## config.mk

```make
export PLATFORM = sky130hd
export DESIGN_NAME = civil_datetime_to_unix_seconds_core
export DESIGN_NICKNAME = d
export VERILOG_FILES = /design/src/rtl/cdu_pkg.sv /design/src/rtl/civil_datetime_to_unix_seconds_core.sv /design/src/rtl/cdu_decode.sv /design/src/rtl/cdu_days.sv /design/src/rtl/cdu_scale.sv
export SDC_FILE = /design/constraint.sdc
export NUM_CORES = 1
export LEC_CHECK = 0
export BUFFER_PORTS_ARGS = -buffer_cell sky130_fd_sc_hd__buf_2
export CORE_ASPECT_RATIO = 0.9
export CORE_MARGIN = 4
export CORE_UTILIZATION = 66
export DETAILED_ROUTE_END_ITERATION = 12
export GPL_TIMING_DRIVEN = 0
export PLACE_DENSITY = 0.82
export SLEW_MARGIN = 15
export SYNTH_ARGS = -nofsm -noshare
export SYNTH_HDL_FRONTEND = slang
export SYNTH_SLANG_ARGS = --single-unit
```

## constraint.sdc

```tcl
create_clock -name clk -period 12.7 [get_ports clk]
set_input_delay 0.635 -clock clk [delete_from_list [all_inputs] [get_ports clk]]
set_output_delay 0.635 -clock clk [all_outputs]
set_load 0.02 [all_outputs]
```

## src/rtl/cdu_pkg.sv

```systemverilog
`timescale 1ns / 1ps
// ----------------------------------------------------------------------------
// cdu_pkg
// Shared types, constants and calendar tables for the civil date to Unix
// seconds converter.
// ----------------------------------------------------------------------------
package cdu_pkg;

    localparam int YEAR_W   = 12;
    localparam int MONTH_W  = 4;
    localparam int DAY_W    = 5;
    localparam int HOUR_W   = 5;
    localparam int MINUTE_W = 6;
    localparam int SECOND_W = 6;

    localparam int K_W      = 9;   // years since 1600, March-based
    localparam int DOY_W    = 9;   // day of March-based year
    localparam int SUM_W    = 18;  // day count before wrap to DAYS_W
    localparam int DAYS_W   = 16;  // days since epoch, max 49710
    localparam int TOD_W    = 17;  // seconds of day
    localparam int SECS_W   = 32;
    localparam int STAMP_W  = MONTH_W + DAY_W + HOUR_W + MINUTE_W + SECOND_W;

    localparam logic [YEAR_W-1:0]   YEAR_MIN     = 12'd1970;
    localparam logic [YEAR_W-1:0]   YEAR_MAX     = 12'd2106;
    localparam logic [YEAR_W-1:0]   YEAR_NO_LEAP = 12'd2100;
    localparam logic [YEAR_W-1:0]   BASE_YEAR    = 12'd1600;
    localparam logic [MONTH_W-1:0]  MONTH_JAN    = 4'd1;
    localparam logic [MONTH_W-1:0]  MONTH_FEB    = 4'd2;
    localparam logic [MONTH_W-1:0]  MONTH_APR    = 4'd4;
    localparam logic [MONTH_W-1:0]  MONTH_JUN    = 4'd6;
    localparam logic [MONTH_W-1:0]  MONTH_SEP    = 4'd9;
    localparam logic [MONTH_W-1:0]  MONTH_NOV    = 4'd11;
    localparam logic [MONTH_W-1:0]  MONTH_DEC    = 4'd12;
    localparam logic [HOUR_W-1:0]   HOURS_PER_DAY   = 5'd24;
    localparam logic [MINUTE_W-1:0] MINS_PER_HOUR   = 6'd60;
    localparam logic [SECOND_W-1:0] SECS_PER_MIN    = 6'd60;

    // last representable moment: 2106-02-07 06:28:15
    localparam logic [STAMP_W-1:0] LIMIT_STAMP = {4'd2, 5'd7, 5'd6, 6'd28, 6'd15};

    // days from 1600-03-01 to 1970-01-01
    localparam logic [SUM_W-1:0]  EPOCH_OFFSET  = 18'd135080;
    localparam logic [SUM_W-1:0]  DAYS_PER_YEAR = 18'd365;
    localparam logic [K_W-1:0]    K_100 = 9'd100;
    localparam logic [K_W-1:0]    K_200 = 9'd200;
    localparam logic [K_W-1:0]    K_300 = 9'd300;
    localparam logic [K_W-1:0]    K_400 = 9'd400;
    localparam logic [K_W-1:0]    K_500 = 9'd500;
    localparam logic [TOD_W-1:0]  SECS_PER_HOUR = 17'd3600;
    localparam logic [TOD_W-1:0]  SECS_PER_MINUTE = 17'd60;
    localparam logic [SECS_W-1:0] SECS_PER_DAY  = 32'd86400;
    localparam logic [DAYS_W-1:0] DAYS_MAX      = 16'd49710;
    localparam logic [K_W-1:0]    K_MIN         = 9'd369;
    localparam logic [K_W-1:0]    K_MAX         = 9'd506;

    typedef struct packed {
        logic [SECOND_W-1:0] second;
        logic [MINUTE_W-1:0] minute;
        logic [HOUR_W-1:0]   hour;
        logic [DAY_W-1:0]    day;
        logic [MONTH_W-1:0]  month;
        logic [YEAR_W-1:0]   year;
    } civil_t;

    typedef struct packed {
        logic                ok;
        logic [K_W-1:0]      k;
        logic [DOY_W-1:0]    doy;
        logic [HOUR_W-1:0]   hour;
        logic [MINUTE_W-1:0] minute;
        logic [SECOND_W-1:0] second;
    } dec_t;

    typedef struct packed {
        logic              ok;
        logic [DAYS_W-1:0] days;
        logic [TOD_W-1:0]  tod;
    } cnt_t;

    typedef struct packed {
        logic              ok;
        logic [SECS_W-1:0] secs;
    } res_t;

    // days before the month in a year that starts in March
    function automatic logic [DOY_W-1:0] month_offset(input logic [MONTH_W-1:0] m);
        logic [DOY_W-1:0] r;
        unique case (m)
            4'd3:    r = 9'd0;
            4'd4:    r = 9'd31;
            4'd5:    r = 9'd61;
            4'd6:    r = 9'd92;
            4'd7:    r = 9'd122;
            4'd8:    r = 9'd153;
            4'd9:    r = 9'd184;
            4'd10:   r = 9'd214;
            4'd11:   r = 9'd245;
            4'd12:   r = 9'd275;
            4'd1:    r = 9'd306;
            4'd2:    r = 9'd337;
            default: r = 9'd0;
        endcase
        return r;
    endfunction

    function automatic logic [DAY_W-1:0] month_days(input logic [MONTH_W-1:0] m,
                                                    input logic leap);
        logic [DAY_W-1:0] r;
        if (m == MONTH_APR || m == MONTH_JUN || m == MONTH_SEP || m == MONTH_NOV)
            r = 5'd30;
        else if (m == MONTH_FEB)
            r = leap ? 5'd29 : 5'd28;
        else
            r = 5'd31;
        return r;
    endfunction

endpackage

```

## src/rtl/civil_datetime_to_unix_seconds_core.sv

```systemverilog
`timescale 1ns / 1ps
// ----------------------------------------------------------------------------
// civil_datetime_to_unix_seconds_core
// Converts a broken-down UTC date and time into the 32-bit Unix seconds count.
//
// Input stream (s_axis): one transfer carries year, month, day, hour, minute
// and second. Output stream (m_axis): one transfer per input, tdata holds the
// seconds since 1970-01-01 00:00:00, tuser is 1 when the date was accepted
// (years 1970 to 2106, real calendar day, time in range, not after
// 2106-02-07 06:28:15) and 0 otherwise, with tdata zero.
//
// Four register stages: check/decode, day count, multiply by 86400, final
// add. One transfer per cycle is sustained while m_axis_tready stays high,
// set by the single shared stage enable.
// When m_axis_tready is low while a result waits, the whole pipeline holds
// and s_axis_tready drops in the same cycle; nothing is lost or repeated.
// Reset clears all valid bits; the data registers are not reset.
// ----------------------------------------------------------------------------
module civil_datetime_to_unix_seconds_core
(
    input  logic        clk,
    input  logic        rst_n,
    input  logic        s_axis_tvalid,
    output logic        s_axis_tready,
    // [11:0] year, [15:12] month, [20:16] day, [25:21] hour,
    // [31:26] minute, [37:32] second, [39:38] zero
    input  logic [39:0] s_axis_tdata,
    output logic        m_axis_tvalid,
    input  logic        m_axis_tready,
    // [31:0] unix_seconds
    output logic [31:0] m_axis_tdata,
    // [0] valid_res
    output logic        m_axis_tuser
);

    logic              adv;
    cdu_pkg::civil_t   in_item;
    logic              dec_valid;
    cdu_pkg::dec_t     dec_item;
    logic              cnt_valid;
    cdu_pkg::cnt_t     cnt_item;
    logic              res_valid;
    cdu_pkg::res_t     res_item;

    // stages move together whenever the output slot is free or being drained
    assign adv           = !res_valid || m_axis_tready;
    assign s_axis_tready = adv;

    assign in_item = cdu_pkg::civil_t'(s_axis_tdata[37:0]);

    cdu_decode u_decode
    (
        .clk       (clk),
        .rst_n     (rst_n),
        .adv       (adv),
        .in_valid  (s_axis_tvalid),
        .in_item   (in_item),
        .out_valid (dec_valid),
        .out_item  (dec_item)
    );

    cdu_days u_days
    (
        .clk       (clk),
        .rst_n     (rst_n),
        .adv       (adv),
        .in_valid  (dec_valid),
        .in_item   (dec_item),
        .out_valid (cnt_valid),
        .out_item  (cnt_item)
    );

    cdu_scale u_scale
    (
        .clk       (clk),
        .rst_n     (rst_n),
        .adv       (adv),
        .in_valid  (cnt_valid),
        .in_item   (cnt_item),
        .out_valid (res_valid),
        .out_item  (res_item)
    );

    assign m_axis_tvalid = res_valid;
    assign m_axis_tdata  = res_item.secs;
    assign m_axis_tuser  = res_item.ok;

endmodule

```

## src/rtl/cdu_decode.sv

```systemverilog
`timescale 1ns / 1ps
// ----------------------------------------------------------------------------
// cdu_decode
// Stage 1: range and calendar checks, March-based year and day of year.
// ----------------------------------------------------------------------------
module cdu_decode
(
    input  logic            clk,
    input  logic            rst_n,
    input  logic            adv,
    input  logic            in_valid,
    input  cdu_pkg::civil_t in_item,
    output logic            out_valid,
    output cdu_pkg::dec_t   out_item
);

    logic                           valid_reg;
    cdu_pkg::dec_t                  item_reg;
    cdu_pkg::dec_t                  item_next;
    logic                           leap;
    logic                           ok_year;
    logic                           ok_month;
    logic                           ok_day;
    logic                           ok_time;
    logic                           ok_limit;
    logic                           march_start;
    logic [cdu_pkg::YEAR_W-1:0]     my;
    logic [cdu_pkg::YEAR_W-1:0]     k_full;
    logic [cdu_pkg::STAMP_W-1:0]    stamp;

    always_comb
    begin
        ok_year  = (in_item.year >= cdu_pkg::YEAR_MIN) && (in_item.year <= cdu_pkg::YEAR_MAX);
        ok_month = (in_item.month >= cdu_pkg::MONTH_JAN) && (in_item.month <= cdu_pkg::MONTH_DEC);
        // only valid years matter here, where the century rule hits 2100 alone
        leap     = (in_item.year[1:0] == 2'b00) && (in_item.year != cdu_pkg::YEAR_NO_LEAP);
        ok_day   = (in_item.day != '0) &&
                   (in_item.day <= cdu_pkg::month_days(in_item.month, leap));
        ok_time  = (in_item.hour < cdu_pkg::HOURS_PER_DAY) &&
                   (in_item.minute < cdu_pkg::MINS_PER_HOUR) &&
                   (in_item.second < cdu_pkg::SECS_PER_MIN);
        stamp    = {in_item.month, in_item.day, in_item.hour, in_item.minute, in_item.second};
        ok_limit = (in_item.year != cdu_pkg::YEAR_MAX) || (stamp <= cdu_pkg::LIMIT_STAMP);

        march_start = (in_item.month <= cdu_pkg::MONTH_FEB);
        my          = in_item.year - {{(cdu_pkg::YEAR_W-1){1'b0}}, march_start};
        k_full      = my - cdu_pkg::BASE_YEAR;

        item_next.ok     = ok_year && ok_month && ok_day && ok_time && ok_limit;
        item_next.k      = k_full[cdu_pkg::K_W-1:0];
        item_next.doy    = cdu_pkg::month_offset(in_item.month)
                         + {{(cdu_pkg::DOY_W-cdu_pkg::DAY_W){1'b0}}, in_item.day}
                         - {{(cdu_pkg::DOY_W-1){1'b0}}, 1'b1};
        item_next.hour   = in_item.hour;
        item_next.minute = in_item.minute;
        item_next.second = in_item.second;
    end

    always_ff @(posedge clk or negedge rst_n)
    begin
        if (!rst_n)
        begin
            valid_reg <= 1'b0;
        end
        else if (adv)
        begin
            valid_reg <= in_valid;
        end
    end

    always_ff @(posedge clk)
    begin
        if (adv)
        begin
            item_reg <= item_next;
        end
    end

    assign out_valid = valid_reg;
    assign out_item  = item_reg;

`ifndef SYNTHESIS
    a_k_range : assert property (@(posedge clk) disable iff (!rst_n)
        (valid_reg && item_reg.ok) |->
            (item_reg.k >= cdu_pkg::K_MIN && item_reg.k <= cdu_pkg::K_MAX))
        else $error("accepted date gives year offset out of range");
`endif

endmodule

```

## src/rtl/cdu_days.sv

```systemverilog
`timescale 1ns / 1ps
// ----------------------------------------------------------------------------
// cdu_days
// Stage 2: day count since the epoch and seconds within the day.
// ----------------------------------------------------------------------------
module cdu_days
(
    input  logic           clk,
    input  logic           rst_n,
    input  logic           adv,
    input  logic           in_valid,
    input  cdu_pkg::dec_t  in_item,
    output logic           out_valid,
    output cdu_pkg::cnt_t  out_item
);

    logic                         valid_reg;
    cdu_pkg::cnt_t                item_reg;
    cdu_pkg::cnt_t                item_next;
    logic [2:0]                   q100;
    logic                         q400;
    logic [cdu_pkg::SUM_W-1:0]    mul365;
    logic [cdu_pkg::SUM_W-1:0]    sum;

    always_comb
    begin
        // k below 512: quotients by 100 and 400 from threshold compares
        q100 = {2'b00, (in_item.k >= cdu_pkg::K_100)} + {2'b00, (in_item.k >= cdu_pkg::K_200)}
             + {2'b00, (in_item.k >= cdu_pkg::K_300)} + {2'b00, (in_item.k >= cdu_pkg::K_400)}
             + {2'b00, (in_item.k >= cdu_pkg::K_500)};
        q400 = (in_item.k >= cdu_pkg::K_400);

        mul365 = cdu_pkg::SUM_W'(in_item.k) * cdu_pkg::DAYS_PER_YEAR;
        sum    = mul365
               + cdu_pkg::SUM_W'(in_item.k[cdu_pkg::K_W-1:2])
               + cdu_pkg::SUM_W'(q400)
               + cdu_pkg::SUM_W'(in_item.doy)
               - cdu_pkg::SUM_W'(q100)
               - cdu_pkg::EPOCH_OFFSET;

        item_next.ok   = in_item.ok;
        item_next.days = sum[cdu_pkg::DAYS_W-1:0];
        item_next.tod  = cdu_pkg::TOD_W'(in_item.hour) * cdu_pkg::SECS_PER_HOUR
                       + cdu_pkg::TOD_W'(in_item.minute) * cdu_pkg::SECS_PER_MINUTE
                       + cdu_pkg::TOD_W'(in_item.second);
    end

    always_ff @(posedge clk or negedge rst_n)
    begin
        if (!rst_n)
        begin
            valid_reg <= 1'b0;
        end
        else if (adv)
        begin
            valid_reg <= in_valid;
        end
    end

    always_ff @(posedge clk)
    begin
        if (adv)
        begin
            item_reg <= item_next;
        end
    end

    assign out_valid = valid_reg;
    assign out_item  = item_reg;

`ifndef SYNTHESIS
    a_days_range : assert property (@(posedge clk) disable iff (!rst_n)
        (valid_reg && item_reg.ok) |-> (item_reg.days <= cdu_pkg::DAYS_MAX))
        else $error("accepted date gives day count past 2106-02-07");
`endif

endmodule

```

## src/rtl/cdu_scale.sv

```systemverilog
`timescale 1ns / 1ps
// ----------------------------------------------------------------------------
// cdu_scale
// Stages 3 and 4: days times 86400, then add the time of day and zero the
// result of a rejected date.
// ----------------------------------------------------------------------------
module cdu_scale
(
    input  logic           clk,
    input  logic           rst_n,
    input  logic           adv,
    input  logic           in_valid,
    input  cdu_pkg::cnt_t  in_item,
    output logic           out_valid,
    output cdu_pkg::res_t  out_item
);

    logic                          mul_valid_reg;
    logic                          mul_ok_reg;
    logic [cdu_pkg::SECS_W-1:0]    mul_secs_reg;
    logic [cdu_pkg::SECS_W-1:0]    mul_secs_next;
    logic [cdu_pkg::TOD_W-1:0]     mul_tod_reg;
    logic                          res_valid_reg;
    cdu_pkg::res_t                 res_reg;
    cdu_pkg::res_t                 res_next;

    always_comb
    begin
        mul_secs_next = cdu_pkg::SECS_W'(in_item.days) * cdu_pkg::SECS_PER_DAY;

        res_next.ok   = mul_ok_reg;
        res_next.secs = mul_ok_reg ? (mul_secs_reg + cdu_pkg::SECS_W'(mul_tod_reg)) : '0;
    end

    always_ff @(posedge clk or negedge rst_n)
    begin
        if (!rst_n)
        begin
            mul_valid_reg <= 1'b0;
            res_valid_reg <= 1'b0;
        end
        else if (adv)
        begin
            mul_valid_reg <= in_valid;
            res_valid_reg <= mul_valid_reg;
        end
    end

    always_ff @(posedge clk)
    begin
        if (adv)
        begin
            mul_ok_reg   <= in_item.ok;
            mul_secs_reg <= mul_secs_next;
            mul_tod_reg  <= in_item.tod;
            res_reg      <= res_next;
        end
    end

    assign out_valid = res_valid_reg;
    assign out_item  = res_reg;

`ifndef SYNTHESIS
    a_reject_zero : assert property (@(posedge clk) disable iff (!rst_n)
        (res_valid_reg && !res_reg.ok) |-> (res_reg.secs == '0))
        else $error("rejected date left a nonzero seconds count");
`endif

endmodule

```

Word level (Yosys, flattened, before mapping):

Memories as Yosys holds them, arrays and structs flattened.
Index checks and enable logic that the tools add are counted.
W data, S select, Z words.

* eq/ne operators: 7
* order comparisons: 15
* add/sub/neg operators: 16
* multipliers: 4
* reductions and logical operators: 18
* muxes and demuxes: 3

Operator list (number)
* $add A32 B17 Y32: 1
* $ge A9 B9 Y1 const B: 3
* $le A26 B24 Y1 const B: 1
* $mul A16 B10 Y25 const B: 1
* $ne A12 B12 Y1 const B: 2
* $add A17 B12 Y17: 1
* $add A17 B6 Y17: 1
* $add A16 B1 Y16: 1
* $add A16 B7 Y16: 1
* $add A16 B9 Y16: 1
* $mul A9 B9 Y16 const B: 1
* $sub A16 B12 Y16 const B: 1
* $sub A16 B3 Y16: 1
* $mul A5 B8 Y13 const B: 1
* $ge A12 B11 Y1 const B: 1
* $le A12 B12 Y1 const B: 1
* $lt A6 B6 Y1 const B: 2
* $logic_and A1 B1 Y1: 10
* $mul A6 B4 Y10 const B: 1
* $mux W5: 2
* $add A3 B1 Y3: 3
* $add A9 B5 Y9: 1
* $ge A9 B7 Y1 const B: 1
* $ge A9 B8 Y1 const B: 1
* 17 further kinds: 23

* ROM bits: 144
* flip-flop bits (word level): 150
* memories kept: 1

Memory list
* (no name shown): depth 16, bits a word 9, rd ports 1, clocked after memory_dff 0, write ports 0, line cdu_pkg.sv:89 `unique case (m)`

Longest topological paths before layout:

* depth in word-level cells: 10
* depth in mapped cells: 27

Cells and area by module:

Synthesis repeated with hierarchy kept, for this count alone.

* cells, all modules: 1330
* area, all modules: 14332.5 um^2

Modules (own cells, without submodules)
* cdu_scale: area an instance 6122.1 um^2, cells an instance 553, seq. area each 2332.2 um^2, times used 1
* cdu_days: area an instance 5715.5 um^2, cells an instance 543, seq. area each 1046.0 um^2, times used 1
* cdu_decode: area an instance 2488.6 um^2, cells an instance 233, seq. area each 1106.1 um^2, times used 1
* civil_datetime_to_unix_seconds_core: area an instance 6.3 um^2, cells an instance 1, seq. area each 0.0 um^2, times used 1

Least setup slack after synthesis:

No wires, ideal clock.

* path kind: flip-flop to flip-flop
* start: reg u_decode.item_reg (netlist bit u_decode.out_item[30])
* end: reg u_days.item_reg (netlist bit u_days.out_item[29]) (data pin)
* arrival time: 5651 ps
* path slack: 6915 ps
* path buffers: 0
* cell stages (with the launch flop): 28
* setup time: 135 ps
* required time: 12565 ps
* cell sequence: edfxtp_1 inv_1 ha_1 a21oi_1 nor2b_1 o21ai_0 o211ai_1 fa_1 ha_1 inv_1 fa_1 ha_1 inv_1 fa_1 inv_1 ha_1 inv_1 fa_1 inv_1 ha_1 inv_1 fa_1 nor2b_1 o31a_1 o211ai_1 a21oi_1 or4b_1 nand3_1

RTL lines
* from (decl): line cdu_decode.sv:18 `cdu_pkg::dec_t item_reg;`
* from (signal assigned): line cdu_decode.sv:75 `item_reg <= item_next;`
* to (signal assigned): line cdu_days.sv:64 `item_reg <= item_next;`
* to (decl): line cdu_days.sv:18 `cdu_pkg::cnt_t item_reg;`

==> reports/metrics.cfg <==
[status]
status = complete, no violations

[synth]
synth_nets = 1715
syn_area_per_cell_um2 = 10.63
async_reset_ff_frac = 0.02667
synth-seq-cells = 150
synth_seq_area_share = 0.3191
ys_warn_count = 0
ys_types = 68
synth_edf_count = 146
synth_area_leader_cell = edfxtp_1
syn_area_um2 = 14050
synthFlopType = edfxtp_1
synth_top_cell_area_share = 0.3120
syn_inst = 1322
synth_area_leaders = edfxtp_1 31%, ha_1 22%, fa_1 14%

[final_layout]
final_cells = 1719
layout.nets = 1813
layout_common_cells = 267 x inv_1, 252 x ha_1, 146 x edfxtp_1, 97 x fa_1, 83 x nor2_1
utilization = 0.7405
layout-drive-gt1-share = 0.08863
multi_input_area_um2 = 8537
largest_reg_flops = 36
seq_area_um2 = 4484
n_fill_cell = 1435
syn2layout_area_growth_pct = 10.11
num_antenna_cells = 0
final_common_cell = inv_1

[floorplan]
num_rows = 50
core_um2 = 20900
die_area_um2 = 23700
die_w_um = 161.8
pin_count = 79
die-height_um = 146.4
start_util = 0.6726

[clock_tree]
post_cts_buffers = 0
clock_latency_ns = 0.44
hold_buffers = 1
clk_pin_slew_ns = 0.07
clockRootBuffer = clkbuf_16
clkSinkCount = 150
clk_path_buf_depth = 2
cts_resized = 0
cts.htree.levels = 4
cts_tree = yes
cts_buffers = 17

[global_route]
grt_usage = 0.2290
grt_pass1_vias = 9737
grt_pass1_wl_um = 44420
grt_max_degree = 63
overflow = 0
antenna_found_initial = 0

[timing]
whs_ns = 0.3822
grt_setup_unrepaired = false
finalHoldViolations = 0
setup_tns_ns = 0
worst_slew_pin_slew_ns = 0.5320
relSlewSlack = 0.6453
maxSlewViolCount = 0
setup_viol = 0
fmax_mhz = 154.2
fin_skew_ns = 0.01449
min_period_ns = 6.485
fin_crit_sh = 0.5107

[worst_setup_path]
critPathKind = flip-flop to flip-flop
critical_path.max_stage_delay_ns = 0.59
cp.arrival_ns = 6.67
crit_required_ns = 12.88
crit_family = adder cells
crit_buf_inv = 6
cpMostUsedCell = inv_1
cp_max_fo = 8
end_kind = flip-flop
cp_slowest_cell = fa_1
r2r_slack_ns = 6.21
cp-start-kind = flip-flop

[min_path]
hold_path_class = primary input to flip-flop

[job]
maxCapViolCount = 0

[placement]
dp.cells = 1686
gp_congestion = 0.9374
io_buffers = 76
dp_hpwl_um = 20610

[routing]
wirelength_um = 25970
postRouteAntennaNets = 0
vias = 9591
drt-vias-per-instance = 5.579
drc_errors = 0
drt_iter0_drc = 429
first_pass_iters = 4
wire_per_inst_um = 15.11

==> cell families after synthesis <==
group | Yosys count | share of synthesized area
AND/OR/NAND/NOR | 232 | 0.08155
buffers and inverters | 277 | 0.07398
multiplexers | 8 | 0.005965
flip-flops | 150 | 0.3191
XOR/XNOR | 80 | 0.04986
adder cells (fa/ha/maj) | 349 | 0.3625
AO/OA/AOI/OAI | 226 | 0.1070
==> cells in the mapped netlist (4+ instances only) <==
library cell  number
a211o_1            4
o31a_1             5
ha_1             252
xnor2_1           62
and3_1             4
nand3_1           17
a31oi_1            5
a21o_1            24
nor2b_1           13
fa_1              97
a211oi_1          11
mux2i_1            5
inv_1            267
and2_1            11
o21ai_0           36
nand2_1           44
nand4_1           15
edfxtp_1         146
dfrtp_1            4
o21bai_1           9
or3_1              4
o31ai_1            9
xor2_1            18
nor2_1            83
clkbuf_1           9
nor3_1            12
o21a_1            19
a21oi_1           63
o41ai_1            4
nand2b_1           9
o211ai_1           4
a21boi_0           7
==> routing by layer <==
metal / wire, um / vias to the layer above / GRT usage
met3: 1012 / 57 / 0.03500
met5: 0 / - / 0
met1: 10980 / 4599 / 0.2823
li1: - / 4714 / -
met2: 13380 / 221 / 0.4138
met4: 600 / 0 / 0.07315
==> per-stage QoR <==
step | instance area (um2) | worst slack (ns)
final | 15470 | 6.215
after global routing | 15470 | 5.825
after CTS | 15470 | 6.224
after detailed placement | 14850 | 6.241
after global placement | 14790 | 5.915
after floorplan | 14050 | 6.915
==> cell type report <==
| class | count | area share |
|---|---|---|
| plain buffers | 9 | 0.002183 |
| clock inverters | 15 | 0.01189 |
| flip-flops and latches | 150 | 0.2898 |
| clock buffers | 17 | 0.02749 |
| well taps | 286 | 0.02313 |
| inverters | 268 | 0.06501 |
| repair buffers | 79 | 0.02879 |
| multi-input cells | 895 | 0.5517 |
==> path summary, 6_finish.rpt <==
kind,end,from,cells after the start
worst max-delay path,u_days.out_item[32],u_decode.out_item[30],25
max in group asynchronous,u_scale.mul_valid_reg,rst_n,2
worst min register to register,u_scale.mul_tod_reg[7],u_days.out_item[7],0
worst min-delay path,u_decode.out_item[6],s_axis_tdata[26],1
worst max register to register,u_days.out_item[32],u_decode.out_item[30],25
min in group asynchronous,u_decode.out_valid,rst_n,2
Power is left out: the tool's default activity adds up to more than one toggle a clock period on the data nets, which glitch-free logic cannot reach.
